<file path="src/rtl/core/hrc_pkg.sv">
// hrc_pkg: shared constants and types for the hsl to rgb converter
// fixed-point units are 3*2^16 per full turn or full intensity
// no dependencies
package hrc_pkg;

  localparam int NUM_STAGES = 5;

  localparam int HUE_W  = 18;  // hue position in units of 1/196608 turn
  localparam int TMP_W  = 16;  // temporaries divided by three
  localparam int WGT_W  = 18;  // segment weight, 0 .. full
  localparam int PROD_W = 34;  // weight times temporary spread
  localparam int SCL_W  = 41;  // accumulated value times 85

  localparam logic [HUE_W-1:0] UNIT_FULL   = 18'd196608;
  localparam logic [HUE_W-1:0] UNIT_THIRD  = 18'd65536;
  localparam logic [HUE_W-1:0] UNIT_SIXTH  = 18'd32768;
  localparam logic [HUE_W-1:0] UNIT_HALF   = 18'd98304;
  localparam logic [HUE_W-1:0] UNIT_TWO3RD = 18'd131072;

  // per-stage advance enables, one bit per pipeline stage
  typedef struct packed {
    logic [NUM_STAGES-1:0] en;
  } pipe_ctl_t;

endpackage

</file>
<file path="src/rtl/core/hrc_chan.sv">
// hrc_chan: one color channel, pipeline stages two to five
// weight select, spread multiply, accumulate and scale by 255
// depends on hrc_pkg
module hrc_chan import hrc_pkg::*; (
  input  logic             clk,
  input  pipe_ctl_t        ctl,
  input  logic [HUE_W-1:0] hue_pos,
  input  logic [TMP_W-1:0] tmp1,
  input  logic [TMP_W-1:0] tmp2,
  output logic [7:0]       value
);

  logic [WGT_W-1:0]  wgt_next;
  logic [HUE_W-1:0]  down_dist;
  logic [WGT_W-1:0]  wgt;
  logic [TMP_W-1:0]  spread;
  logic [TMP_W-1:0]  tmp1_s2;
  logic [PROD_W-1:0] prod;
  logic [TMP_W-1:0]  tmp1_s3;
  logic [PROD_W-1:0] acc;
  logic [HUE_W-1:0]  tmp1_x3;
  logic [SCL_W-1:0]  scaled;

  // ramp up, flat high, ramp down, flat low
  always_comb begin
    down_dist = UNIT_TWO3RD - hue_pos;
    if (hue_pos < UNIT_SIXTH) begin
      wgt_next = WGT_W'({3'b000, hue_pos[14:0]} * 18'd6);
    end else if (hue_pos < UNIT_HALF) begin
      wgt_next = UNIT_FULL;
    end else if (hue_pos < UNIT_TWO3RD) begin
      wgt_next = WGT_W'(down_dist * 18'd6);
    end else begin
      wgt_next = '0;
    end
  end

  always_ff @(posedge clk) begin
    if (ctl.en[1]) begin
      wgt     <= wgt_next;
      spread  <= tmp2 - tmp1;
      tmp1_s2 <= tmp1;
    end
    if (ctl.en[2]) begin
      prod    <= PROD_W'(spread) * PROD_W'(wgt);
      tmp1_s3 <= tmp1_s2;
    end
    if (ctl.en[3]) begin
      acc <= {tmp1_x3, 16'h0000} + prod;
    end
    if (ctl.en[4]) begin
      value <= scaled[39:32];
    end
  end

  assign tmp1_x3 = HUE_W'(tmp1_s3) * 18'd3;

  // 85 = 64 + 16 + 4 + 1
  assign scaled = {1'b0, acc, 6'b0} + {3'b0, acc, 4'b0}
                + {5'b0, acc, 2'b0} + {7'b0, acc};

endmodule

</file>
<file path="src/rtl/core/hsl_to_rgb_convert.sv">
// hsl_to_rgb_convert: 8-bit hsl to 8-bit rgb pixel converter, top level
// stage one forms the temporaries and hue positions, hrc_chan does the rest
// depends on hrc_pkg and hrc_chan
//
//   channel   dir  tdata fields (low bit up)
//   s_axis    in   hue[7:0] saturation[15:8] lightness[23:16]
//   m_axis    out  red[7:0] green[15:8] blue[23:16]
//
// one pixel per clock through five register stages while the output is not
// stalled; an accepted word passes each stage in turn on its way to m_axis
// each of the five stages holds its own valid bit; a stage advances when it
// is empty or the next stage advances, so bubbles close up under stall and
// input is taken while a result waits at the output if a stage is empty
// rst clears the valid bits only; data registers are not reset
module hsl_to_rgb_convert import hrc_pkg::*; (
  input  logic        clk,
  input  logic        rst,
  input  logic        s_axis_tvalid,
  output logic        s_axis_tready,
  input  logic [23:0] s_axis_tdata,   // hue, saturation, lightness
  output logic        m_axis_tvalid,
  input  logic        m_axis_tready,
  output logic [23:0] m_axis_tdata    // red, green, blue
);

  logic [NUM_STAGES-1:0] valid;
  pipe_ctl_t             ctl;

  logic [7:0]        hue;
  logic [7:0]        sat;
  logic [7:0]        lgt;
  logic [15:0]       lxs;
  logic [16:0]       tmp2_full;
  logic [16:0]       tmp1_full;
  logic [HUE_W-1:0]  hue_grn;
  logic [HUE_W-1:0]  hue_red_raw;
  logic [HUE_W-1:0]  hue_red_next;
  logic [HUE_W-1:0]  hue_blu_next;

  logic [TMP_W-1:0]  tmp1;
  logic [TMP_W-1:0]  tmp2;
  logic [HUE_W-1:0]  pos_red;
  logic [HUE_W-1:0]  pos_grn;
  logic [HUE_W-1:0]  pos_blu;
  logic [7:0]        red;
  logic [7:0]        green;
  logic [7:0]        blue;

  always_comb begin
    ctl.en[NUM_STAGES-1] = !valid[NUM_STAGES-1] || m_axis_tready;
    for (int k = NUM_STAGES - 2; k >= 0; k--) begin
      ctl.en[k] = !valid[k] || ctl.en[k+1];
    end
  end

  assign s_axis_tready = ctl.en[0];
  assign m_axis_tvalid = valid[NUM_STAGES-1];
  assign m_axis_tdata  = {blue, green, red};

  always_ff @(posedge clk) begin
    if (rst) begin
      valid <= '0;
    end else begin
      if (ctl.en[0]) begin
        valid[0] <= s_axis_tvalid;
      end
      for (int k = 1; k < NUM_STAGES; k++) begin
        if (ctl.en[k]) begin
          valid[k] <= valid[k-1];
        end
      end
    end
  end

  // temporaries divided by three: t2 = l*(256+s) or 256*(l+s) - l*s
  assign hue = s_axis_tdata[7:0];
  assign sat = s_axis_tdata[15:8];
  assign lgt = s_axis_tdata[23:16];
  assign lxs = lgt * sat;

  always_comb begin
    if (!lgt[7]) begin
      tmp2_full = {1'b0, lgt, 8'h00} + {1'b0, lxs};
    end else begin
      tmp2_full = {({1'b0, lgt} + {1'b0, sat}), 8'h00} - {1'b0, lxs};
    end
    tmp1_full = {lgt, 9'h000} - tmp2_full;
  end

  // hue times 768, offset by a third of a turn and wrapped
  assign hue_grn     = {1'b0, hue, 9'h000} + {2'b00, hue, 8'h00};
  assign hue_red_raw = hue_grn + UNIT_THIRD;

  always_comb begin
    if (hue_red_raw > UNIT_FULL) begin
      hue_red_next = hue_red_raw - UNIT_FULL;
    end else begin
      hue_red_next = hue_red_raw;
    end
    if (hue_grn < UNIT_THIRD) begin
      hue_blu_next = hue_grn + UNIT_TWO3RD;
    end else begin
      hue_blu_next = hue_grn - UNIT_THIRD;
    end
  end

  always_ff @(posedge clk) begin
    if (ctl.en[0]) begin
      tmp1    <= tmp1_full[15:0];
      tmp2    <= tmp2_full[15:0];
      pos_red <= hue_red_next;
      pos_grn <= hue_grn;
      pos_blu <= hue_blu_next;
    end
  end

  hrc_chan u_red (
    .clk     (clk),
    .ctl     (ctl),
    .hue_pos (pos_red),
    .tmp1    (tmp1),
    .tmp2    (tmp2),
    .value   (red)
  );

  hrc_chan u_green (
    .clk     (clk),
    .ctl     (ctl),
    .hue_pos (pos_grn),
    .tmp1    (tmp1),
    .tmp2    (tmp2),
    .value   (green)
  );

  hrc_chan u_blue (
    .clk     (clk),
    .ctl     (ctl),
    .hue_pos (pos_blu),
    .tmp1    (tmp1),
    .tmp2    (tmp2),
    .value   (blue)
  );

`ifndef ASSERT_OFF
  // a taken output frees the whole chain
  a_ready_follows: assert property (@(posedge clk) disable iff (rst)
    m_axis_tready |-> s_axis_tready)
    else $error("input stalled while output was taken");

  // in-flight count grows by one on input only
  a_count_up: assert property (@(posedge clk) disable iff (rst)
    (s_axis_tvalid && s_axis_tready && !(m_axis_tvalid && m_axis_tready))
    |=> $countones(valid) == $past($countones(valid)) + 1)
    else $error("accepted word lost in pipeline");

  // in-flight count drops by one on output only
  a_count_down: assert property (@(posedge clk) disable iff (rst)
    (!(s_axis_tvalid && s_axis_tready) && m_axis_tvalid && m_axis_tready)
    |=> $countones(valid) == $past($countones(valid)) - 1)
    else $error("delivered word repeated in pipeline");

  a_reset_empty: assert property (@(posedge clk)
    rst |=> !m_axis_tvalid)
    else $error("output valid right after reset");
`endif

endmodule
</file>
<file path="config.mk">
export PLATFORM = sky130hd
export DESIGN_NAME = hsl_to_rgb_convert
export DESIGN_NICKNAME = d
export VERILOG_FILES = /design/src/rtl/core/hrc_pkg.sv /design/src/rtl/core/hrc_chan.sv /design/src/rtl/core/hsl_to_rgb_convert.sv
export SDC_FILE = /design/constraint.sdc
export NUM_CORES = 2
export LEC_CHECK = 0
export ABC_AREA = 1
export BUFFER_PORTS_ARGS = -buffer_cell sky130_fd_sc_hd__buf_4
export CAP_MARGIN = 20
export CORE_UTILIZATION = 60
export DETAILED_ROUTE_END_ITERATION = 16
export GPL_TIMING_DRIVEN = 0
export PLACE_DENSITY = 0.77
export SYNTH_ARGS = -nofsm -noshare
export SYNTH_HDL_FRONTEND = slang
export SYNTH_HIERARCHICAL = 1
export SYNTH_SLANG_ARGS = --single-unit
export TNS_END_PERCENT = 50
</file>
<file path="constraint.sdc">
create_clock -name clk -period 36 [get_ports clk]
set_input_delay 7.2 -clock clk [delete_from_list [all_inputs] [get_ports clk]]
set_output_delay 7.2 -clock clk [all_outputs]
set_load 0.01 [all_outputs]
</file>
-- Word-level counts from Yosys, hierarchy flattened
Index checks and enable logic that the tools add are counted.
- register bits: 421
- input bits: 28
- add/sub/neg operators: 25
- multiply operators: 11
- order comparisons: 11
- multiplexer cells: 12
- reductions and logical operators: 13
- operators with widths (kind ; count):
    2-to-1 mux 18 bit ; 11
    adder 40 x 34 -> 40 bit ; 3
    adder 40 x 36 -> 40 bit ; 3
    adder 40 x 38 -> 40 bit ; 3
    adder 34 bit ; 3
    multiplier 16 x 18 -> 34 bit ; 3
    less-than comparator 18 x 17 -> 1 bit, second input constant ; 4
    less-than comparator 18 x 16 -> 1 bit, second input constant ; 3
    less-than comparator 18 bit, second input constant ; 3
    multiplier 18 x 2 -> 17 bit, second input constant ; 3
    subtractor 18 bit, first input constant ; 3
    multiplier 15 x 2 -> 17 bit, second input constant ; 3
    subtractor 16 bit ; 3
    adder 17 x 16 -> 18 bit ; 1
    adder 18 x 17 -> 18 bit, second input constant ; 1
    adder 18 bit, second input constant ; 1
    greater-than comparator 18 bit, second input constant ; 1
    multiplier 16 x 2 -> 18 bit, second input constant ; 1
    subtractor 18 x 17 -> 18 bit, second input constant ; 1
    subtractor 18 bit, second input constant ; 1
    adder 16 bit ; 1
    multiplier 8 x 8 -> 16 bit ; 1
    2-to-1 mux 16 bit ; 1
    adder 8 bit ; 1
    3 further kinds ; 13

-- Longest topological paths before layout
- depth in word-level cells: 6
- depth in mapped cells: 39
- gate-level depth less buffers: 38

-- Modules after synthesis
Netlist, hierarchy kept.
- by module, submodules not included (module ; instances ; cells each ; area an instance (µm²) ; seq. area each (µm²)):
    hrc_chan (u_blue) ; 1 ; 2646 ; 21381.8 ; 4174.0
    hrc_chan (u_red) ; 1 ; 2624 ; 21329.2 ; 4174.0
    hrc_chan (u_green) ; 1 ; 2593 ; 21194.1 ; 4174.0
    hsl_to_rgb_convert ; 1 ; 745 ; 5868.1 ; 1451.4

-- Worst setup path before layout
Ideal clock, no wire load.
- path type: in2out
- start point: in m_axis_tready
- end point: out s_axis_tready
- data arrival time: 14.305 ns
- data required time: 28.800 ns
- slack: 14.495 ns
- stages on the path: 8
- path buffers: 0
- cells stage by stage: nor2_1 -> inv_1 -> nor2_1 -> inv_1 -> nor2_1 -> inv_1 -> nor2_1 -> nand2_1
- RTL lines (element ; RTL line ; source):
    start, declared ; hsl_to_rgb_convert.sv:22 ; input logic m_axis_tready,
    end, declared ; hsl_to_rgb_convert.sv:19 ; output logic s_axis_tready,

==> impl_metrics.csv <==
group,metric,value,unit
finish,final_cell_mix,"nand2_1, inv_1, fa_1, ha_1, edfxtp_1",
timing,slew_viol_final,0,
global_routing,grt_use_total,30.9,%
timing,skew,0.0237,ns
worst_setup_path,crit_path_end_kind,"output pin",
yosys,ys_warn_count,6,
floorplan,die_w,343,um
finish,stdcell_count,10400,
yosys,ys_seq_elements,467,
yosys,synth_edf_count,462,
worst_setup_path,rr_worst_depth,20,
yosys,yosys.area_share.simple,19.4,%
worst_setup_path,worstPathMaxFanout,94,
cts,cts_tree,"built",
finish,nNetsFinal,10500,
global_routing,overflow,0,
finish,final_common_cell,"nand2_1",
worst_setup_path,critPathArrivalTime,10.31,ns
worst_setup_path,startpoint_type,"input pin",
cts,cts_buffers,54,
timing,worstMarginPinSlew,0.844,ns
route,wl_per_cell,17.1,um
timing,rsz0062_at_grt,"false",
yosys,synth_cell_type_count,60,
yosys,muxShareOfSynthArea,0,%
worst_hold_path,hold_class,"flip-flop to flip-flop",
yosys,ys_seq_area_share,20.0,%
yosys,synthXorXnorAreaFrac,3.65,%
worst_setup_path,r2r_slack,29.15,ns
route,route.met3.wl,14300,um
yosys,synth_compound_area_share,7.43,%
worst_hold_path,hold_end,"u_green/tmp1_s3[4]",
route,dr_wl_met2,80100,um
floorplan,die_area,118000,um2
route,routed.top_layer,"met5",
yosys,avgSynthCellArea,8.11,um2
worst_setup_path,crit_type,"input pin to output pin",
cts,cts_setup_buffers,0,
outcome,status,"completed",
worst_setup_path,timing.rr.start,"u_blue/spread[12]",
finish,area_delta_synth_final,6.61,%
timing,layout_worst_path_cycle_share,48.6,%
place,dp.cells,10300,
cts,cts_num_sinks,467,
timing,setup_tns,0,ns
timing,report.final.setup_viol,0,
timing,hold_violations,0,
cts,clkLatencyLatePin,0.67,ns
timing,relSlewSlack,43.7,%
route,drc,0,
yosys,netlist_instances,8608,
route,drt_wl_total,177000,um
cts,cts_hold_buffers,0,
finish,fillers,9917,
floorplan,rows,124,
timing,period_needed,17.51,ns
floorplan,fp.coreArea,115000,um2
route,drt_iter0_drc,3990,
route,vias,56300,
worst_setup_path,slowest_delay,0.43,ns
global_routing,grt_pass1_wl,289000,um
floorplan,ioPinCount,54,
worst_setup_path,crit_path_cell_trace,"buf_4, nor2_1, inv_1, nor2_1, inv_4, nor2_1, inv_6, buf_16, nor2_1, nand2_2, buf_12, buf_4",
cts,clock_path_buffers,3,
route,drtPass1Iterations,6,
worst_setup_path,critPathMostFrequentCell,"nor2_1",
cts,clockRootBuffer,"clkbuf_16",
yosys,synth_top_family_by_area,"adder cells",
yosys,async_flop_share,0,%
yosys,synth-adder-area-share,38.7,%
yosys,netlist_area,69800,um2
place,numPortBuffers,53,
global_routing,grt_pass1_vias,56800,
global_routing,grt_max_degree,95,
timing,clock.fmax,0.0571,GHz
yosys,ys.flop_type,"edfxtp_1",
route,m1WireLength,77200,um
floorplan,die-height,343,um
floorplan,start_util,60.8,%
worst_setup_path,slowest_stage,"inv_1",
worst_hold_path,min_from,"u_green/tmp1_s2[4]",
route,final_antenna_net_count,0,
finish,post-route-util,64.8,%
place,dpl.hpwl,148000,um
global_routing,antenna_found_initial,2,
cts,post_cts_resized,0,
route,routed_via_density,5.43,
place,gp_congestion,0.958,
worst_setup_path,r2r-end,"u_blue/prod[33]",
worst_hold_path,whs_path_depth,0,
run,drv_cap,0,
finish,drive_gt1_share,3.26,%
cts,clk_pin_slew,0.06,ns
worst_setup_path,crit_required,28.80,ns
cts,htree_levels,2,
## worst max-delay path: cells and delay by family
family | cells | cell delay [ns]
AND/OR/NAND/NOR | 5 | 0.93
buffers and inverters | 7 | 2.09
## registers in the layout, summed over array words and instances, names as in the netlist, 17 cells and up
signal        flops
u_blue/wgt       17
u_red/acc        33
u_green/acc      33
u_red/wgt        17
u_blue/acc       33
u_blue/prod      33
u_red/prod       33
u_green/wgt      17
u_green/prod     33
## cell families (layout without fill, tap and decap cells)
| group | after synthesis | after routing |
|---|---|---|
| AND/OR/NAND/NOR | 3285 | 3285 |
| other | 1 | 90 |
| buffers and inverters | 2002 | 2162 |
| adder cells (fa/ha/maj) | 1648 | 1648 |
| AO/OA/AOI/OAI | 917 | 917 |
| XOR/XNOR | 288 | 288 |
| flip-flops | 467 | 467 |
## synth_stat cells (44+ instances only)
cell type | n | area [um2]
a21o_1 | 44 | 330
a21oi_1 | 457 | 2290
clkbuf_1 | 202 | 758
edfxtp_1 | 462 | 13900
fa_1 | 849 | 17000
ha_1 | 799 | 10000
inv_1 | 1776 | 6670
nand2_1 | 2199 | 8250
nand3_1 | 366 | 1830
nand4_1 | 46 | 288
nor2_1 | 452 | 1700
nor3_1 | 68 | 340
o21ai_0 | 225 | 1130
o21bai_1 | 51 | 383
xnor2_1 | 72 | 631
xor2_1 | 213 | 1870
## routing by layer
metal	up-vias	global-route usage, %
met4	2	9.55
met1	26700	42.7
li1	27200	-
met5	-	0
met3	386	5.27
met2	2017	49.7
## metrics by stage
stage | setup WS (ns) | cell area, um2 | hold slack, ns
4_1_cts | 18.38 | 74400 | 0.398
6_report | 18.49 | 74400 | 0.404
5_1_grt | 18.21 | 74400 | 0.409
3_5_place_dp | 18.39 | 72500 | 0.405
2_1_floorplan | 14.50 | 70100 | 0.400
3_3_place_gp | 10.98 | 72400 | 0.401
## worst max path at each step
| stage | slack, ns | end | start |
|---|---|---|---|
| after floorplan | 14.50 | s_axis_tready | m_axis_tready |
| after global placement | 10.98 | s_axis_tready | m_axis_tready |
| after detailed placement | 18.39 | s_axis_tready | m_axis_tready |
| after CTS | 18.38 | s_axis_tready | m_axis_tready |
| after global routing | 18.21 | s_axis_tready | m_axis_tready |
| final | 18.49 | s_axis_tready | m_axis_tready |
## cell type report
cell class / count / area (um2) / area share (%)
Multi-Input combinational cell: 6227 / 48600 / 65.3
Sequential cell: 467 / 14000 / 18.8
Inverter: 1796 / 6760 / 9.08
Tap cell: 1512 / 1890 / 2.54
Clock buffer: 65 / 1390 / 1.87
Buffer: 206 / 785 / 1.05
Timing Repair Buffer: 58 / 528 / 0.710
Clock inverter: 37 / 452 / 0.607
Antenna cell: 1 / 2.50 / 0.00336
Power is not shown: default switching activity piles up to over one toggle a cycle in this logic, so the estimate is an artifact.
